<file path="config.mk">
export PLATFORM = sky130hd
export DESIGN_NAME = differential_key_guess_counter_unit
export DESIGN_NICKNAME = d
export VERILOG_FILES = /design/src/rtl/core/dkgc_pkg.sv /design/src/rtl/core/dkgc_front.sv /design/src/rtl/core/dkgc_cell.sv /design/src/rtl/core/differential_key_guess_counter_unit.sv
export VERILOG_INCLUDE_DIRS = /design/src /design/src/rtl/core
export SDC_FILE = /design/constraint.sdc
export NUM_CORES = 2
export LEC_CHECK = 0
export ABC_AREA = 1
export BUFFER_PORTS_ARGS = -buffer_cell sky130_fd_sc_hd__buf_2
export CAP_MARGIN = 40
export CELL_PAD_IN_SITES_DETAIL_PLACEMENT = 1
export CELL_PAD_IN_SITES_GLOBAL_PLACEMENT = 2
export CORE_ASPECT_RATIO = 1.2
export CORE_MARGIN = 4
export CORE_UTILIZATION = 36
export CTS_BUF_LIST = sky130_fd_sc_hd__clkbuf_4
export CTS_CLUSTER_SIZE = 20
export DETAILED_ROUTE_END_ITERATION = 10
export PLACE_DENSITY = 0.76
export SYNTH_ARGS = -nofsm -noshare
export SYNTH_HDL_FRONTEND = slang
export SYNTH_SLANG_ARGS = --single-unit
</file>
<file path="constraint.sdc">
create_clock -name clk_i -period 4.3 [get_ports clk_i]
set_input_delay 0.43 -clock clk_i [delete_from_list [all_inputs] [get_ports clk_i]]
set_output_delay 0.43 -clock clk_i [all_outputs]
set_load 0.1 [all_outputs]
</file>
<file path="src/rtl/core/differential_key_guess_counter_unit_assert.svh">
// Assertion macros shared by the counter unit and its cells.
// Every use samples on the rising edge of clk_i and is disabled while rst_ni is low.
`ifndef DIFFERENTIAL_KEY_GUESS_COUNTER_UNIT_ASSERT_SVH
`define DIFFERENTIAL_KEY_GUESS_COUNTER_UNIT_ASSERT_SVH

`ifndef SYNTHESIS

`define DKGC_ASSERT_NOW(label, ante, cons) \
  label: assert property (@(posedge clk_i) disable iff (!rst_ni) (ante) |-> (cons)) \
    else $error("dkgc assertion failed");

`define DKGC_ASSERT_NEXT(label, ante, cons) \
  label: assert property (@(posedge clk_i) disable iff (!rst_ni) (ante) |=> (cons)) \
    else $error("dkgc assertion failed");

`else

`define DKGC_ASSERT_NOW(label, ante, cons)

`define DKGC_ASSERT_NEXT(label, ante, cons)

`endif

`endif

</file>
<file path="src/rtl/core/dkgc_pkg.sv">
`timescale 1ns / 1ps

package dkgc_pkg;

  localparam int COUNT_BITS = 17;
  localparam int OUT_BITS   = 17;
  localparam int WIDE_BITS  = (COUNT_BITS > OUT_BITS) ? COUNT_BITS : OUT_BITS;
  localparam int NUM_GUESS  = 16;

  localparam logic [COUNT_BITS-1:0] COUNT_MAX = {COUNT_BITS{1'b1}};
  localparam logic [OUT_BITS-1:0]   OUT_MAX   = {OUT_BITS{1'b1}};

  localparam logic [1:0] CFG_NIBBLE_SELECT = 2'd0;
  localparam logic [1:0] CFG_TARGET_DIFF   = 2'd1;

  localparam logic [1:0] NIBBLE_SELECT_RESET = 2'd0;
  localparam logic [3:0] TARGET_DIFF_RESET   = 4'h9;

  typedef logic [COUNT_BITS-1:0] count_t;

  typedef struct packed {
    logic [15:0] cipher_a;
    logic [15:0] cipher_b;
    logic        last;
  } in_t;

  typedef struct packed {
    logic [3:0]          best_key;
    logic [OUT_BITS-1:0] best_count;
  } out_t;

  // One item as it travels down the row of cells, with the running best guess.
  typedef struct packed {
    logic       valid;
    logic       hit;
    logic [3:0] na;
    logic [3:0] nb;
    logic       last;
    logic [3:0] best_key;
    count_t     best_count;
  } token_t;

  function automatic logic [3:0] inv_sbox(input logic [3:0] x);
    logic [3:0] y;
    case (x)
      4'h0: y = 4'h2;
      4'h1: y = 4'hD;
      4'h2: y = 4'h4;
      4'h3: y = 4'h1;
      4'h4: y = 4'hE;
      4'h5: y = 4'h8;
      4'h6: y = 4'hA;
      4'h7: y = 4'h3;
      4'h8: y = 4'hC;
      4'h9: y = 4'hB;
      4'hA: y = 4'h9;
      4'hB: y = 4'h7;
      4'hC: y = 4'h5;
      4'hD: y = 4'hF;
      4'hE: y = 4'h0;
      default: y = 4'h6;
    endcase
    return y;
  endfunction

  function automatic logic [OUT_BITS-1:0] clip_count(input count_t c);
    logic [WIDE_BITS-1:0] wide;
    logic [OUT_BITS-1:0]  res;
    wide = WIDE_BITS'(c);
    if (wide > WIDE_BITS'(OUT_MAX)) begin
      res = OUT_MAX;
    end else begin
      res = wide[OUT_BITS-1:0];
    end
    return res;
  endfunction

endpackage

</file>
<file path="src/rtl/core/dkgc_front.sv">
`timescale 1ns / 1ps

module dkgc_front (
  input  logic            clk_i,
  input  logic            rst_ni,
  input  logic            cfg_we_i,
  input  logic [1:0]      cfg_idx_i,
  input  logic [3:0]      cfg_wdata_i,
  input  dkgc_pkg::in_t   in_data_i,
  input  logic            in_valid_i,
  input  logic            in_ready_i,
  output dkgc_pkg::token_t tok_o,
  output logic [3:0]      target_diff_o
);
  import dkgc_pkg::*;

  logic [1:0]  nibble_select_q, nibble_select_d;
  logic [3:0]  target_diff_q, target_diff_d;
  logic [15:0] diff;
  logic [15:0] sel_mask;
  logic [15:0] a_shift, b_shift;

  always_comb begin
    nibble_select_d = nibble_select_q;
    target_diff_d   = target_diff_q;
    if (cfg_we_i) begin
      unique case (cfg_idx_i)
        CFG_NIBBLE_SELECT: nibble_select_d = cfg_wdata_i[1:0];
        CFG_TARGET_DIFF:   target_diff_d   = cfg_wdata_i;
        default: ;
      endcase
    end
  end

  always_ff @(posedge clk_i or negedge rst_ni) begin
    if (!rst_ni) begin
      nibble_select_q <= NIBBLE_SELECT_RESET;
      target_diff_q   <= TARGET_DIFF_RESET;
    end else begin
      nibble_select_q <= nibble_select_d;
      target_diff_q   <= target_diff_d;
    end
  end

  // A pair counts only if its difference lies entirely, and nonzero, in the selected nibble.
  always_comb begin
    diff     = in_data_i.cipher_a ^ in_data_i.cipher_b;
    sel_mask = 16'h000F << {nibble_select_q, 2'b00};
    a_shift  = in_data_i.cipher_a >> {nibble_select_q, 2'b00};
    b_shift  = in_data_i.cipher_b >> {nibble_select_q, 2'b00};

    tok_o            = '0;
    tok_o.valid      = in_valid_i && in_ready_i;
    tok_o.hit        = (|(diff & sel_mask)) && !(|(diff & ~sel_mask));
    tok_o.na         = a_shift[3:0];
    tok_o.nb         = b_shift[3:0];
    tok_o.last       = in_data_i.last;
    tok_o.best_key   = 4'h0;
    tok_o.best_count = '0;
  end

  assign target_diff_o = target_diff_q;

endmodule

</file>
<file path="src/rtl/core/dkgc_cell.sv">
`timescale 1ns / 1ps

`include "differential_key_guess_counter_unit_assert.svh"

module dkgc_cell (
  input  logic             clk_i,
  input  logic             rst_ni,
  input  logic             advance_i,
  input  logic [3:0]       cell_idx_i,
  input  logic [3:0]       target_diff_i,
  input  dkgc_pkg::token_t tok_i,
  output dkgc_pkg::token_t tok_o
);
  import dkgc_pkg::*;

  count_t cnt_q, cnt_d;
  count_t cnt_new;
  token_t tok_q, tok_d;
  logic   match;
  logic   bump;

  always_comb begin
    match   = (inv_sbox(tok_i.na ^ cell_idx_i) ^ inv_sbox(tok_i.nb ^ cell_idx_i))
              == target_diff_i;
    bump    = tok_i.valid && tok_i.hit && match && (cnt_q != COUNT_MAX);
    cnt_new = bump ? (cnt_q + COUNT_BITS'(1)) : cnt_q;

    // Strictly greater, so the lower index keeps a tie.
    tok_d = tok_i;
    if (tok_i.valid && tok_i.last && (cnt_new > tok_i.best_count)) begin
      tok_d.best_key   = cell_idx_i;
      tok_d.best_count = cnt_new;
    end

    cnt_d = cnt_q;
    if (advance_i && tok_i.valid) begin
      cnt_d = tok_i.last ? '0 : cnt_new;
    end
  end

  always_ff @(posedge clk_i or negedge rst_ni) begin
    if (!rst_ni) begin
      cnt_q <= '0;
      tok_q <= '0;
    end else begin
      cnt_q <= cnt_d;
      if (advance_i) begin
        tok_q <= tok_d;
      end
    end
  end

  assign tok_o = tok_q;

  `DKGC_ASSERT_NEXT(a_clear_after_last, advance_i && tok_i.valid && tok_i.last, cnt_q == '0)
  `DKGC_ASSERT_NEXT(a_hold_saturated,
                    (cnt_q == COUNT_MAX) && !(advance_i && tok_i.valid && tok_i.last),
                    cnt_q == COUNT_MAX)
  `DKGC_ASSERT_NEXT(a_hold_on_stall, !advance_i, $stable(cnt_q) && $stable(tok_q))

endmodule

</file>
<file path="src/rtl/core/differential_key_guess_counter_unit.sv">
`timescale 1ns / 1ps
// A result appears on out_valid_o once its last item has passed through the row and the output register.
// Throughput: one item per cycle; the sixteen guess cells form a row that the item walks
// through, one cell per cycle, and the output register holds one pending result.
// The row stalls only when a result reaches its end while the output register is full.
// Reset (rst_ni low, asynchronous) clears all counters, empties the row and the output,
// and sets nibble_select to 0 and target_diff to 9.

`include "differential_key_guess_counter_unit_assert.svh"

module differential_key_guess_counter_unit (
  input  logic            clk_i,
  input  logic            rst_ni,
  input  logic            cfg_we_i,
  input  logic [1:0]      cfg_idx_i,
  input  logic [3:0]      cfg_wdata_i,
  input  logic            in_valid_i,
  output logic            in_ready_o,
  input  dkgc_pkg::in_t   in_data_i,
  output logic            out_valid_o,
  input  logic            out_ready_i,
  output dkgc_pkg::out_t  out_data_o
);
  import dkgc_pkg::*;

  token_t     tok [NUM_GUESS+1];
  logic [3:0] target_diff;
  logic       advance;
  logic       tail_result;
  logic       out_valid_q, out_valid_d;
  out_t       out_q, out_d;

  dkgc_front u_front (
    .clk_i        (clk_i),
    .rst_ni       (rst_ni),
    .cfg_we_i     (cfg_we_i),
    .cfg_idx_i    (cfg_idx_i),
    .cfg_wdata_i  (cfg_wdata_i),
    .in_data_i    (in_data_i),
    .in_valid_i   (in_valid_i),
    .in_ready_i   (advance),
    .tok_o        (tok[0]),
    .target_diff_o(target_diff)
  );

  for (genvar i = 0; i < NUM_GUESS; i++) begin : g_cell
    dkgc_cell u_cell (
      .clk_i        (clk_i),
      .rst_ni       (rst_ni),
      .advance_i    (advance),
      .cell_idx_i   (4'(i)),
      .target_diff_i(target_diff),
      .tok_i        (tok[i]),
      .tok_o        (tok[i+1])
    );
  end

  assign tail_result = tok[NUM_GUESS].valid && tok[NUM_GUESS].last;
  assign advance     = !(tail_result && out_valid_q && !out_ready_i);
  assign in_ready_o  = advance;

  always_comb begin
    out_valid_d = out_valid_q;
    out_d       = out_q;
    if (out_ready_i) begin
      out_valid_d = 1'b0;
    end
    if (advance && tail_result) begin
      out_valid_d      = 1'b1;
      out_d.best_key   = tok[NUM_GUESS].best_key;
      out_d.best_count = clip_count(tok[NUM_GUESS].best_count);
    end
  end

  always_ff @(posedge clk_i or negedge rst_ni) begin
    if (!rst_ni) begin
      out_valid_q <= 1'b0;
    end else begin
      out_valid_q <= out_valid_d;
    end
  end

  always_ff @(posedge clk_i) begin
    out_q <= out_d;
  end

  assign out_valid_o = out_valid_q;
  assign out_data_o  = out_q;

  `DKGC_ASSERT_NOW(a_stall_cause, !in_ready_o, out_valid_q && !out_ready_i && tail_result)
  `DKGC_ASSERT_NEXT(a_result_lands, advance && tail_result, out_valid_o)
  `DKGC_ASSERT_NEXT(a_tail_holds, !advance, $stable(tok[NUM_GUESS]) && out_valid_o)

endmodule
</file>
==> summary.md <==
The switching fraction of total power came out at 46.0%. The run gives 0 as the number of antenna-violating nets in the routed design. The type of element capturing the critical path was a flop. Derived from the worst setup path, the maximum achievable clock frequency is 215 MHz. In this run, the number of DRC markers left after iteration 0 of detailed routing was 2,276. The met2 track demand over resource in global routing is 49.5%. Counting tap cells, the placed design contains a total of 9,268 instances.

The tools report the launch point of the worst reg-to-reg path as g_cell[10].u_cell.cnt_q[2]. Cell family with the largest share of critical-path delay: simple AND/OR/NAND/NOR gates. TritonCTS built the clock tree. The die covers 148,000 um2.

The library cells used most frequently in the layout, excluding fill and tap cells, are nand2_1 (1,165), buf_4 (1,080), inv_1 (897). The part of the cycle the worst path needs is 108%, and the final wirelength is 204,000 um. The flow ran to the end, but the final reports show violations.

After clock tree synthesis, the clock-pin slew on the worst setup and hold paths is 70 ps. The multi-input logic area was 32,600 um2; the proportion of layout cells with a drive suffix above 1 was 34.2%. The average cell area after synthesis came out at 7.69 um2. The largest individual stage delay along the critical path comes from the cell dfrtp_1.

Summed over all nets, the switching power comes to 18,000 uW. For the final database, setup skew stands at 98.9 ps. Once detailed placement completed, the half-perimeter wirelength came to 139,000 um. After detailed routing, the number of remaining DRC violations is 0.

The run gives 19,800 um2 as the combined flip-flop and latch cell area. The share of synthesized area in the top cell type comes to 37.4%. The initial antenna violation count is 1, and the number of maximum-capacitance violations is 0.

The number of global-route vias before repair came out at 56.4k. Total CTS buffers: 228. Global routing consumed, on the met1 layer, 27.5% of the routing resources. The signal on the critical path passes through inv_2 > nor4_4 > inv_2 > nor4_4 > ha_2 > nor2_2 > nand2_2 > nor3_2 > nand3b_1 > buf_6 > buf_4 > clkinvlp_4 > o21ai_0 > inv_1 > ha_1 > nand2_1 > nor4_1 > a211oi_1 > nand2_2 > buf_12 > clkbuf_16 > o21ai_0 > o22ai_1.

The met3 usage came out at 3.46%. After detailed routing, the average wire length per cell comes to 20.3 um. The logs give 151 for the row count and 54.1% for the logic gate share of total power.

Counting flops with a built-in enable in the synthesized netlist gives 21. The count of buffer and inverter cells on the critical path is 8, and the clock period minus final worst setup slack is 4650 ps. The count of endpoints failing hold in the final timing report is 0.

Final-stage net count: 8,474. The tools report the startpoint type of the worst setup path as a flop. After detailed routing, the number of vias per cell comes to 5.18. The area of the mapped netlist is 51,100 um2.

The worst hold margin is 181 ps, and the largest stage delay on the critical path is 400 ps. Measured against its own limit, the worst slew margin works out to 24.7%. Counting flops and latches in the post-synthesis netlist gives 788. The synthesis-to-finish area growth was 43.5%. The largest net degree at the start of global routing was 201. In the synthesized netlist the async set-or-reset flop fraction comes to 97.3%. For this design, the sink count on the clock tree is 788. Category of the most critical setup path: reg2reg. The finished layout holds 10.0k standard cells, fillers aside. The die is 352 um wide. The worst setup path startpoint is g_cell[10].u_cell.cnt_q[2]. The internal power of the cells totals 21,100 uW. The total area inside the core boundary comes to 141,000 um2. The maximum buffer depth of the clock tree was 3. Leaving out fill and tap cells, the most frequent cell in the layout is nand2_1.

At the worst endpoint, the arrival time is 5770 ps. Before antenna repair, the detailed router went through 7 iterations. Pin placement for this block handled 67 I/O pins. The tree is rooted in a clkbuf_4. The run gives 0.0349 uW as the cell leakage power.

For the clock share of power, the log shows 19.0%. Clock latency on the worst-skew pair, taken at its later pin, is 1310 ps. Power spread over the standard cell area amounts to 533 nW/um2. The first global-routing pass estimated 306,000 um of wire.

The worst hold path begins at cfg_idx_i[0]. Across every metal layer, demand over resource in global routing totals 25.7%. The overflow left after global routing is 0, and the worst slack after detailed placement is -784 ps. Synthesis handed over a netlist of 6,646 instances. The worst hold path belongs to the class in2reg. The checks that failed: negative setup slack. VDD sags by at most 0.000312 V.

The actual transition at the worst max-transition pin is 1130 ps. In the synthesized netlist the dominant register cell turns out to be dfrtp_1. Registers are responsible for 26.9% of the overall power. Yosys attributes the largest share of cell area to dfrtp_1 (37%), ha_1 (10%), nand2_1 (9.4%). The max-slew violation total from the final report is 0, and the slack of the critical path is -352 ps. The final estimated routing congestion in global placement is 0.898.

The final-layout fill cell count is 16.8k, and the post-synth net total is 7,105. The starting utilization of the core area was 36.2%. Data on the critical path is required at its endpoint by 5420 ps. The final count of negative-setup-slack endpoints is 106. Power comes to 39,100 uW.

Setup repair after global routing could not meet its margin everywhere. Detailed routing inserted a total of 52.0k vias. In this run the worst path has a maximum fanout of 8.

The Yosys step of the flow raised 0 warnings. The total of buffers placed on input and output ports is 66. Summing the sequential cell areas from Yosys gives 38.8% of the chip area. The H-tree was split into 4 levels. The dominant cell type by area after synthesis is dfrtp_1. The most used routing layer is met2.

For the post-synthesis cell type count, the log shows 54. The setup TNS is -11,060 ps. The vertical extent of the die was 421 um.
-- kinds of logic (layout without fill, tap and decap cells) --
family	Yosys count	after routing	synth area share (%)
DFF	788	788	38.8
other	0	7	0
AOI/OAI and AO/OA	1565	1565	16.9
adders and majority gates	415	415	10.2
xor gates and xnor gates	335	335	5.74
and+or+nand+nor	2269	2269	18.9
buffers and inverters	1274	2825	9.52
-- timing repair --
action / CTS / global route
pin swaps: 223 / 409
cloned: 12 / 12
setup endpoints to repair: 298 / 320
gates resized for setup: 747 / 1086
hold endpoints to repair: 875 / 0
buffers inserted: 176 / 136
hold buffers: 63 / 0
-- stage by stage --
| stage | util, % | instance area (um2) |
|---|---|---|
| finish | 52.0 | 73400 |
| global route | 52.0 | 73400 |
| CTS | 48.2 | 68100 |
| detailed placement | 42.8 | 60400 |
| global placement | 42.8 | 60400 |
| floorplan | - | 51100 |
-- worst min-delay path, cell delays in order --
cell and delay (ps):
buf_2 100, nand3b_1 240, o21ai_0 100, dlygate4sd3_1 550
-- cell type report --
type                       instances  share of cell area (%)
timing repair inverter             1                  0.0102
antenna                            7                  0.0239
clock inverter                    75                   0.578
sequential                       788                    27.0
tap                             1836                    3.13
multi-input combinational       4584                    44.4
clock buffer                     337                    3.45
timing repair buffer            1389                    16.0
inverter                        1023                    5.33
-- cells in the mapped netlist, types with 9 or more instances --
cell type     n
nand3_1     253
nor3_1      119
o211ai_1     39
buf_6         9
o22ai_1     216
or2_2        12
nand4_1      92
nand2_1    1286
o21bai_1      9
xor2_1      294
edfxtp_1     21
nor4_1       43
nand2_2      14
dfrtp_1     765
a31oi_1      24
nand3_2      23
xnor2_1      41
o221ai_1     54
a21oi_1     312
buf_1        16
o21ai_0     842
a211oi_1     25
clkbuf_1    217
ha_1        415
clkinv_1      9
inv_1      1005
nor2_1      402
-- routing by layer --
| metal | share of wire [%] | vias up | routed length [um] |
|---|---|---|---|
| met2 | 54 | 825 | 110000 |
| li1 | - | 24822 | - |
| met3 | 2.7 | 484 | 5440 |
| met5 | 0 | - | 0 |
| met4 | 5.5 | 0 | 11200 |
| met1 | 38 | 25887 | 77500 |
-- worst paths after layout --
| path | cells after the start | endpoint | slack [ps] |
|---|---|---|---|
| min reg2reg | 0 | out_data_o[17] | 450 |
| min | 4 | u_front.target_diff_o[0] | 180 |
| max | 23 | g_cell[10].u_cell.tok_o[2] | -350 |
| max reg2reg | 23 | g_cell[10].u_cell.tok_o[2] | -350 |
| min in group asynchronous | 4 | g_cell[8].u_cell.cnt_q[8] | 360 |
| max in group asynchronous | 6 | g_cell[9].u_cell.tok_o[28] | 2780 |
-- power groups by stage --
stage	registers [uW]	clock network, uW	logic, uW
5_1_grt	10700	8110	23000
3_3_place_gp	10500	0	16300
3_5_place_dp	10500	0	16900
6_report	10500	7410	21200
4_1_cts	10400	7680	18600
2_1_floorplan	10600	0	9260
-- state kept, by name, indices dropped and copies added, names as in the netlist --
signal                   flops
out_data_o                  21
u_front.nibble_select_q      2
u_front.target_diff_o        4
g_cell.u_cell.cnt_q        272
g_cell.u_cell.tok_o        488
out_valid_o                  1
No activity file was read; power rests on OpenSTA's default activity.
